File: src/rtl/flptw_pkg.sv
// Shared types and constants for the four-level page table walker.
// No dependencies; every other file of the block but flptw_ram refers to this package.
package flptw_pkg;

   localparam int WORDS_PER_TABLE = 512;
   localparam int INDEX_BITS      = 9;
   localparam int PHYS_BITS       = 52;
   localparam int VIRT_BITS       = 48;
   localparam int PAGE_NUM_BITS   = 40;

   localparam int BIT_PRESENT = 0;
   localparam int BIT_WRITE   = 1;
   localparam int BIT_HUGE    = 7;
   localparam int BIT_DEVICE  = 9;
   localparam int BIT_NOEXEC  = 63;

   typedef enum logic [1:0] {
      CMD_WRITE     = 2'd0,
      CMD_TRANSLATE = 2'd1,
      CMD_UNMAP     = 2'd2,
      CMD_PROTECT   = 2'd3
   } cmd_type;

   typedef enum logic [1:0] {
      ST_OK       = 2'd0,
      ST_UNMAPPED = 2'd1,
      ST_OUTSIDE  = 2'd2
   } status_type;

   typedef enum logic [1:0] {
      SIZE_4K = 2'd0,
      SIZE_2M = 2'd1,
      SIZE_1G = 2'd2
   } size_type;

   typedef enum logic [2:0] {
      S_CLEAR,
      S_IDLE,
      S_WALK,
      S_WB,
      S_DONE
   } state_type;

   typedef struct packed {
      logic clr_step;
      logic accept;
      logic walk;
      logic wb;
      logic rsp_load;
   } ctrl_cmd_type;

   typedef struct packed {
      logic clr_last;
      logic acc_done;
      logic walk_done;
      logic walk_wb;
   } ctrl_status_type;

   function automatic logic [INDEX_BITS-1:0] level_index(
      input logic [VIRT_BITS-1:0] va,
      input logic [1:0]           level
   );
      logic [INDEX_BITS-1:0] idx;
      unique case (level)
         2'd3:    idx = va[47:39];
         2'd2:    idx = va[38:30];
         2'd1:    idx = va[29:21];
         default: idx = va[20:12];
      endcase
      return idx;
   endfunction

endpackage

File: src/rtl/flptw_ctrl.sv
// Controller state machine of the page table walker: clear pass, accept,
// level walk, write-back and result hand-off. Depends on flptw_pkg.
module flptw_ctrl (
   input  logic                       clock,
   input  logic                       reset,
   input  logic                       req_valid,
   output logic                       req_ready,
   output logic                       rsp_valid,
   input  logic                       rsp_ready,
   input  flptw_pkg::ctrl_status_type status,
   output flptw_pkg::ctrl_cmd_type    cmd
);

   flptw_pkg::state_type state_ff, state_in;
   logic                 rsp_valid_ff, rsp_valid_in;
   logic                 out_free;

   assign out_free = !rsp_valid_ff || rsp_ready;

   always_comb begin
      state_in = state_ff;
      unique case (state_ff)
         flptw_pkg::S_CLEAR: begin
            if (status.clr_last) state_in = flptw_pkg::S_IDLE;
         end
         flptw_pkg::S_IDLE: begin
            if (req_valid) begin
               state_in = status.acc_done ? flptw_pkg::S_DONE : flptw_pkg::S_WALK;
            end
         end
         flptw_pkg::S_WALK: begin
            if (status.walk_wb) begin
               state_in = flptw_pkg::S_WB;
            end else if (status.walk_done) begin
               state_in = flptw_pkg::S_DONE;
            end
         end
         flptw_pkg::S_WB: begin
            state_in = flptw_pkg::S_DONE;
         end
         flptw_pkg::S_DONE: begin
            if (out_free) state_in = flptw_pkg::S_IDLE;
         end
         default: state_in = flptw_pkg::S_IDLE;
      endcase
   end

   always_comb begin
      cmd = '0;
      unique case (state_ff)
         flptw_pkg::S_CLEAR: cmd.clr_step = 1'b1;
         flptw_pkg::S_IDLE:  cmd.accept   = req_valid;
         flptw_pkg::S_WALK:  cmd.walk     = 1'b1;
         flptw_pkg::S_WB:    cmd.wb       = 1'b1;
         flptw_pkg::S_DONE:  cmd.rsp_load = out_free;
         default:            cmd          = '0;
      endcase
   end

   assign rsp_valid_in = cmd.rsp_load || (rsp_valid_ff && !rsp_ready);

   always_ff @(posedge clock) begin
      if (reset) begin
         state_ff     <= flptw_pkg::S_CLEAR;
         rsp_valid_ff <= 1'b0;
      end else begin
         state_ff     <= state_in;
         rsp_valid_ff <= rsp_valid_in;
      end
   end

   assign req_ready = (state_ff == flptw_pkg::S_IDLE);
   assign rsp_valid = rsp_valid_ff;

   a_load_when_free: assert property (@(posedge clock) disable iff (reset)
      cmd.rsp_load |-> (!rsp_valid_ff || rsp_ready))
      else $error("result loaded over an untaken beat");

   a_wb_after_walk: assert property (@(posedge clock) disable iff (reset)
      (state_ff == flptw_pkg::S_WB) |-> ($past(state_ff) == flptw_pkg::S_WALK))
      else $error("write-back without a preceding walk");

   a_rsp_from_done: assert property (@(posedge clock) disable iff (reset)
      $rose(rsp_valid_ff) |-> ($past(state_ff) == flptw_pkg::S_DONE))
      else $error("result beat raised outside the done state");

   a_no_accept_in_clear: assert property (@(posedge clock) disable iff (reset)
      (state_ff == flptw_pkg::S_CLEAR) |=> !$past(cmd.accept))
      else $error("item accepted during the clearing pass");

endmodule

File: config.mk
export PLATFORM = sky130hd
export DESIGN_NAME = flptw_ctrl
export DESIGN_NICKNAME = d
export VERILOG_FILES = /design/src/rtl/flptw_pkg.sv /design/src/rtl/flptw_ctrl.sv
export SDC_FILE = /design/constraint.sdc
export NUM_CORES = 1
export LEC_CHECK = 0
export BUFFER_PORTS_ARGS = -buffer_cell sky130_fd_sc_hd__clkbuf_2
export CORE_AREA = 5 5 42 44
export DETAILED_ROUTE_END_ITERATION = 16
export DIE_AREA = 0 0 47 49
export HOLD_SLACK_MARGIN = 0.05
export SLEW_MARGIN = 20
export SYNTH_ARGS = -nofsm -noshare
export SYNTH_HDL_FRONTEND = slang
export SYNTH_SLANG_ARGS = --single-unit
File: constraint.sdc
create_clock -name clock -period 2.2 [get_ports clock]
set_input_delay 0.11 -clock clock [delete_from_list [all_inputs] [get_ports clock]]
set_output_delay 0.11 -clock clock [all_outputs]
set_load 0.1 [all_outputs]
==> results of run 1 <==
==> how the worst max path moves through the flow <==
stage / start / to / slack, ps / cells after the start
2_1_floorplan: state_ff[0]$_SDFFE_PP0P_ / cmd[3] / -560 / 3
3_3_place_gp: state_ff[2]$_SDFFE_PP0P_ / cmd[0] / 530 / 3
3_5_place_dp: state_ff[2]$_SDFFE_PP0P_ / cmd[0] / 500 / 3
4_1_cts: state_ff[2]$_SDFFE_PP0P_ / cmd[0] / 240 / 3
5_1_grt: state_ff[2]$_SDFFE_PP0P_ / cmd[0] / 150 / 3
6_report: state_ff[2]$_SDFFE_PP0P_ / cmd[0] / 260 / 3
==> layer usage <==
layer	up-vias	global-route usage [%]
li1	155	-
met1	130	8.55
met2	11	8.60
met3	0	3.69
met4	0	4.15
met5	-	0
==> through the flow <==
step	util [%]	power, mW	worst slack, ps
after floorplan	-	0.162	-562
after global placement	26.6	0.178	532
after detailed placement	26.6	0.179	503
after CTS	28.2	0.272	244
after global routing	28.2	0.286	146
final	28.2	0.265	258
==> cell families after synthesis <==
family / count (synthesis) / share of synthesized area [%]
DFF: 4 / 27.4
AOI/OAI and AO/OA: 6 / 14.5
and+or+nand+nor: 20 / 50.0
buffers and inverters: 4 / 8.12
==> final cells by class <==
cell class / instances / share of cell area (%)
repair buffers: 14 / 17.7
multi-input cells: 26 / 50.3
clock buffers: 3 / 5.70
flip-flops and latches: 4 / 20.3
inverters: 1 / 0.949
well taps: 16 / 5.06
==> worst max-delay path, stage by stage, from the launching register on <==
cell and delay [ps]:
dfxtp_1 500, or3b_4 440, and2b_2 210, clkbuf_2 440
==> synth_stat cells <==
library cell / instances
a21oi_1: 2
and3b_2: 1
and2b_2: 1
or3_1: 1
inv_1: 1
clkbuf_1: 1
buf_2: 1
a31oi_1: 1
nor4bb_1: 1
nor2b_1: 1
buf_6: 1
or3b_4: 1
or4bb_1: 1
nor3b_1: 4
nor3_1: 3
or3b_2: 1
dfxtp_1: 4
o41ai_1: 1
nor2_1: 1
a2111oi_0: 1
or2_2: 1
nand2b_1: 2
and2_1: 1
a41oi_1: 1
==> sequential cells by signal (all words and copies together), names as in the netlist <==
register and flops:
state_ff 3, rsp_valid 1
==> where the power goes <==
group	total [mW]	internal, mW	switching (mW)
registers	0.0854	0.0765	0.00890
logic	0.0915	0.0233	0.0682
clock network	0.0880	0.0608	0.0271
total	0.265	0.161	0.104
==> flow_metrics.tcl, run 1 <==
set metrics [dict create \
    fin_nets 58 \
    tightest_slew_ps 544 \
    ant_nets 0 \
    dp_cells 61 \
    nFillCells 166 \
    power_density_nw_per_um2 670 \
    drc 0 \
    layout_min_cycle_time_ps 1940 \
    cts-resized-gates 0 \
    crit_fanout 10 \
    dpl_cell_area_um2 373 \
    min_from "reset" \
    clockBufferDepth 2 \
    initial_core_util_pct 20.9 \
    core_um2 1400 \
    crit_path_start_kind "register" \
    cts_setup_buffers 0 \
    cp.arrival_ps 1830 \
    max_slew_margin_pct 63.9 \
    multi_input_area_um2 199 \
    outcome "completed" \
    rsz0062_at_grt "no" \
    clock.fmax_ghz 0.515 \
    hold_violations 0 \
    cts.clk_slew.worst_paths_ps 40 \
    hold_slack_ps 111 \
    numCtsBuffers 3 \
    reg2reg_from "state_ff[2]$_SDFFE_PP0P_" \
    io_buffers 14 \
    final_cell_area_um2 395 \
    layout-drive-gt1-share_pct 50.0 \
    grt_antenna_before_repair 0 \
    layout.cells.non_filler 64 \
    cts_tree "yes" \
    maxCapViolCount 0 \
    synth.net_count 42 \
    crit_type "reg -> out" \
    grt_pass1_wl_mm 1.11 \
    dp_hpwl_um 547 \
    yosys_warnings 0 \
    synth_cells 34 \
    root_buffer "clkbuf_4" \
    clk_latency_ps 230 \
    synth.cell_area_um2 293 \
    setup_viol 0 \
    cts_sinks 4 \
    yosysUniqueCellTypes 24 \
    tns_ps 0 \
    highest_layer "met3" \
    wl_per_cell_um 10.9 \
    die-width_um 47 \
    netlist.area_leader.share_pct 27.4 \
    drv_slew 0 \
    timing.rr.end "state_ff[2]$_SDFFE_PP0P_" \
    wirelength_um 699 \
    route.met3.wl_um 75 \
    fin_skew_ps 0.876 \
    timing.final.crit_share_pct 88.3 \
    grt_overflow 0 \
    ir_drop_mv 0.346 \
    synth_area_per_cell_um2 8.61 \
    rr_worst_depth 3 \
    final_common_cell "clkbuf_2" \
    dieArea_um2 2300 \
    num_rows 14 \
    min_path_cells 2 \
    ioPinCount 15 \
    vias_per_cell 4.63 \
    synth_area_leaders "dfxtp_1 27%, nor3b_1 10%, nor3_1 5.1%, nand2b_1 4.3%, buf_6 3.8%" \
    cp-end-kind "output pin" \
    required_ps 2090 \
    diodes 0 \
    syn_to_final_growth_pct 35.0 \
    htree_levels 1 \
    track_usage_pct 6.76 \
    place.gp.congestion 0.714 \
    grt_start_max_net_pins 14 \
    postCtsHoldBufs 0 \
    num_vias 296 \
    ys_ff_latch 4 \
    wl_met2_um 281 \
    register_area_um2 80.1 \
    die_h_um 49 \
    drt_iter0_markers 2 \
    min_to "rsp_valid$_SDFF_PP0_" \
    yosysTopAreaCell "dfxtp_1" \
    mostFrequentLayoutCells "14 x clkbuf_2, 4 x dfxtp_1, 3 x nor3_1, 3 x clkbuf_4" \
    hold_path.class "in -> reg" \
    rrSetupSlack_ps 780 \
    synth_seq_area_share_pct 27.4 \
    wl_met1_um 341 \
    first_pass_iters 3 \
    grt_pass1_vias 265 \
    leakagePower_nw 0.175 \
]
(Power assumes the default switching activity.)
==> run 2: changes to the inputs <==
--- a/config.mk
+++ b/config.mk
@@ -5,6 +5,7 @@
 export SDC_FILE = /design/constraint.sdc
 export NUM_CORES = 1
 export LEC_CHECK = 0
+export ABC_AREA = 1
 export BUFFER_PORTS_ARGS = -buffer_cell sky130_fd_sc_hd__clkbuf_2
 export CORE_AREA = 5 5 42 44
 export DETAILED_ROUTE_END_ITERATION = 16
==> flow_metrics.tcl, run 2 <==
set metrics [dict create \
    rrSetupSlack_ps 1020 \
    setup_viol 0 \
    cts_sinks 4 \
    cp.arrival_ps 1500 \
    core_um2 1400 \
    fin_skew_ps 0.961 \
    dpl_cell_area_um2 374 \
    htree_levels 1 \
    timing.final.crit_share_pct 73.1 \
    root_buffer "clkbuf_4" \
    clock.fmax_ghz 0.622 \
    wl_per_cell_um 8.85 \
    largest-register "state_ff" \
    synth-main-ff-cell "dfxtp_1" \
    crit_type "reg -> out" \
    fin_nets 72 \
    crit_fanout 6 \
    vias_per_cell 4.21 \
    async_flop_share_pct 0 \
    synthTopCellsByCount "10 x nand2_1, 8 x nor2_1, 5 x inv_2" \
    die_h_um 49 \
    outcome "completed" \
    layout_min_cycle_time_ps 1610 \
    hold_violations 0 \
    final_common_cell "clkbuf_2" \
    utilization_pct 28.3 \
    max_slew_margin_pct 64.0 \
    io_buffers 14 \
    synth.cell_area_um2 285 \
    track_usage_pct 6.75 \
    layout.cells.non_filler 78 \
    crit_path_start_kind "register" \
    numCtsBuffers 3 \
    layout-drive-gt1-share_pct 50.0 \
    maxCapViolCount 0 \
    fin_ws_ps 592 \
    dieArea_um2 2300 \
    leakagePower_nw 0.189 \
    cts_tree "yes" \
    tightest_slew_ps 542 \
    place.gp.congestion 0.827 \
    syn_to_final_growth_pct 39.0 \
    synth_area_leaders "dfxtp_1 28%, nand2_1 13%, nor2_1 11%, inv_2 6.6%, nor2_2 6.6%" \
    synth_seq_area_share_pct 28.1 \
    cts.clk_slew.worst_paths_ps 40 \
    diodes 0 \
    yosysUniqueCellTypes 16 \
    final_cell_area_um2 397 \
    grt_start_max_net_pins 9 \
    power_density_nw_per_um2 985 \
    netlist.area_leader.share_pct 28.1 \
    synth.net_count 54 \
    clk_latency_ps 230 \
    required_ps 2090 \
    ant_nets 0 \
    die-width_um 47 \
    yosysTopAreaCell "dfxtp_1" \
    clockBufferDepth 2 \
    synthMostInstantiatedCell "nand2_1" \
    grt_pass1_vias 303 \
    rsz0062_at_grt "no" \
    num_rows 14 \
    num_vias 328 \
    initial_core_util_pct 20.4 \
    cp-end-kind "output pin" \
    mostFrequentLayoutCells "14 x clkbuf_2, 10 x nand2_1, 6 x nor2_1" \
    ys_ff_latch 4 \
    synth-edff-count 0 \
    postCtsHoldBufs 0 \
    grt_overflow 0 \
    totalPowerFinal_mw 0.391 \
    cts_setup_buffers 0 \
    grt_pass1_wl_mm 1.08 \
    dp_cells 75 \
    hold_path.class "in -> reg" \
    grt_antenna_before_repair 0 \
    largest_reg_flops 3 \
    drc 0 \
    synth_cells 46 \
    drv_slew 0 \
    post-place-ws_ps 829 \
    wirelength_um 690 \
    dp_hpwl_um 595 \
    yosys_warnings 0 \
    drt_iter0_markers 2 \
    synth_area_per_cell_um2 6.20 \
    first_pass_iters 2 \
    cts-resized-gates 0 \
    ir_drop_mv 0.223 \
    ioPinCount 15 \
]
[run 2: power breakdown]
group          switching (mW)  internal, mW  total [mW]
clock                  0.0288        0.0609      0.0898
sequential             0.0148        0.0804      0.0952
combinational           0.164        0.0418       0.206
total                   0.208         0.183       0.391
[run 2: metal layers]
metal	vias to the layer above	GRT usage (%)	part of all wire [%]
met4	0	6.91	0.87
met5	-	0	0
met1	143	6.56	37
li1	177	-	-
met3	2	2.21	7.0
met2	6	10.2	55
[run 2: worst paths after layout]
check                                              start                       end  cells past startpoint
worst min register to register      rsp_valid$_SDFF_PP0_      rsp_valid$_SDFF_PP0_                      4
worst max register to register  state_ff[1]$_SDFFE_PP0P_  state_ff[1]$_SDFFE_PP0P_                      6
worst min-delay path                               reset  state_ff[1]$_SDFFE_PP0P_                      2
worst max-delay path            state_ff[0]$_SDFFE_PP0P_                    cmd[3]                      5
[run 2: worst max-delay path, stage by stage (launching register included)]
cell      delay, ps
dfxtp_1         450
nand2_1         120
nor2_2          120
inv_2            50
nor2_2           70
clkbuf_2        450
[run 2: kinds of logic (layout without fill, tap and decap cells)]
group | after synthesis | count (layout) | share of synthesized area, %
buffers and inverters | 8 | 24 | 13.2
AOI/OAI and AO/OA | 7 | 7 | 13.6
DFF | 4 | 4 | 28.1
and+or+nand+nor | 27 | 27 | 45.2
[run 2: through the flow]
stage / setup TNS, ps / hold WS [ps]
floorplan: -196 / 172
global route: 0 / 95.7
global placement: 0 / 334
detailed placement: 0 / 336
CTS: 0 / 86.6
finish: 0 / 90.5
[run 2: final cells by class]
class / instances / area, um2
clock buffers: 3 / 22.5
fillers: 161 / 1000
inverters: 7 / 26.3
multi-input cells: 34 / 178
flip-flops and latches: 4 / 80.1
well taps: 16 / 20.0
repair buffers: 14 / 70.1
==> run 3: changes to the inputs <==
==> constraint.sdc (replaced) <==
create_clock -name clock -period 1.6 [get_ports clock]
set_input_delay 0.08 -clock clock [delete_from_list [all_inputs] [get_ports clock]]
set_output_delay 0.08 -clock clock [all_outputs]
set_load 0.1 [all_outputs]
==> flow_metrics.tcl, run 3 (synthesis gave the netlist of run 2 again) <==
set metrics [dict create \
    outcome "completed" \
    track_usage_pct 6.84 \
    die-width_um 47 \
    clk_latency_ps 230 \
    setup_viol 0 \
    numCtsBuffers 3 \
    multi_input_area_um2 201 \
    ioPinCount 15 \
    clkPwrFrac_pct 20.5 \
    power_density_nw_per_um2 1200 \
    rrSetupSlack_ps 350 \
    critPathMaxStageDelay_ps 480 \
    ir_drop_mv 0.402 \
    grt_pass1_wl_mm 1.14 \
    wl_per_cell_um 8.72 \
    switching_power_mw 0.301 \
    die_h_um 49 \
    final_common_cell "nand2_1" \
    root_buffer "clkbuf_4" \
    timing.rr.end "state_ff[1]$_SDFFE_PP0P_" \
    dieArea_um2 2300 \
    io_buffers 14 \
    crit_fanout 6 \
    fin_skew_ps 1.71 \
    cp.arrival_ps 1370 \
    setup.worst_path.start "state_ff[0]$_SDFFE_PP0P_" \
    cts-resized-gates 0 \
    path_depth 5 \
    largest-register "state_ff" \
    switching_share_pct 50.6 \
    cts_tree "yes" \
    drv_slew 0 \
    leakagePower_nw 0.208 \
    syn_to_final_growth_pct 73.2 \
    rr_worst_depth 6 \
    crit_family "flip-flops" \
    grt_start_max_net_pins 9 \
    initial_core_util_pct 20.4 \
    cpMostUsedCell "nor2_4" \
    crit_chain "nand2_1, nor2_4, inv_2, nor2_4, buf_12" \
    mostFrequentLayoutCells "10 x nand2_1, 9 x clkbuf_2, 5 x inv_2, 5 x nor2_1, 4 x buf_12" \
    largest_reg_flops 3 \
    wirelength_um 689 \
    critPathBufInv 2 \
    grt_antenna_before_repair 0 \
    first_pass_iters 1 \
    hold_slack_ps 164 \
    clock.fmax_ghz 0.691 \
    num_vias 329 \
    fin_nets 73 \
    ant_nets 0 \
    vias_per_cell 4.16 \
    register_area_um2 81.3 \
    tightest_slew_ps 543 \
    rsz0062_at_grt "no" \
    grt_overflow 0 \
    required_ps 1520 \
    power_frac_comb_pct 57.0 \
    core_um2 1400 \
    cp-end-kind "output pin" \
    p_int_mw 0.294 \
    hold_violations 0 \
    cts_sinks 4 \
    utilization_pct 35.3 \
    place.gp.congestion 0.690 \
    grt_pass1_vias 325 \
    max_slew_margin_pct 64.0 \
    htree_levels 1 \
    crit_path_start_kind "register" \
    clockBufferDepth 2 \
    crit_type "reg -> out" \
    num_rows 14 \
    timing.final.crit_share_pct 90.4 \
    pwr-share-seq_pct 22.5 \
    nFillCells 156 \
    postCtsHoldBufs 1 \
    diodes 0 \
    dp_hpwl_um 602 \
    reg2reg_from "state_ff[0]$_SDFFE_PP0P_" \
    layout_min_cycle_time_ps 1450 \
    layout-drive-gt1-share_pct 52.4 \
    drc 0 \
    maxCapViolCount 0 \
    cts_setup_buffers 0 \
    crit_end "cmd[3]" \
    cp_slowest_cell "dfxtp_1" \
    drt_iter0_markers 0 \
    hold_path.class "in -> reg" \
    cts.clk_slew.worst_paths_ps 40 \
]
==> run 3: changes by cell type in the layout (fill, tap and decap cells not counted) <==
cell,delta
dfxtp_1,-1
buf_12,+4
nor3_2,-1
dlygate4sd3_1,+1
nor3_4,+1
nor2_2,-2
clkbuf_2,-5
nor2_4,+3
dfxtp_2,+1
nor2_1,-1
buf_4,+1
==> run 3: metrics by stage <==
step,cells,setup TNS (ps),cell area (um2),total power [mW],setup WS [ps]
after floorplan,46,-678,320,0.391,-208
after global placement,75,0,462,0.474,377
after detailed placement,75,0,462,0.476,359
after CTS,79,0,494,0.605,130
after global routing,79,0,494,0.628,76.8
final,79,0,494,0.595,153
==> run 3: layout make-up <==
| type | count | share of cell area, % |
|---|---|---|
| clock buffer | 3 | 4.56 |
| inverter | 7 | 5.32 |
| multi-input combinational | 34 | 40.8 |
| sequential | 4 | 16.5 |
| tap | 16 | 4.05 |
| timing repair buffer | 15 | 28.9 |
==> run 3: how the worst min path moves through the flow <==
stage	startpoint	endpoint	cells past startpoint
floorplan	reset	state_ff[1]$_SDFFE_PP0P_	1
global placement	reset	state_ff[1]$_SDFFE_PP0P_	2
detailed placement	reset	state_ff[1]$_SDFFE_PP0P_	2
CTS	status[2]	state_ff[1]$_SDFFE_PP0P_	4
global route	rsp_ready	rsp_valid$_SDFF_PP0_	4
finish	status[2]	state_ff[1]$_SDFFE_PP0P_	4
==> run 3: power groups by stage <==
stage | sequential [mW] | clock, mW | combinational, mW
3_5_place_dp | 0.136 | 0 | 0.340
2_1_floorplan | 0.137 | 0 | 0.254
3_3_place_gp | 0.135 | 0 | 0.339
5_1_grt | 0.136 | 0.132 | 0.359
4_1_cts | 0.134 | 0.128 | 0.343
6_report | 0.134 | 0.122 | 0.339
==> run 3: per-layer routing <==
metal  share of wire (%)  vias up  routed length (um)  global-route usage [%]
met3                 6.0        2                  41                    2.58
met1                  40      141                 277                    7.27
met4                0.58        0                   4                    5.53
met2                  53        6                 365                    10.2
met5                   0        -                   0                       0
li1                    -      180                   -                       -
==> run 3: tightest hold or removal path, cell delays in order <==
cell      delay [ps]
clkbuf_2          80
o21ai_1           70
nand2_1           80
a21oi_2           40
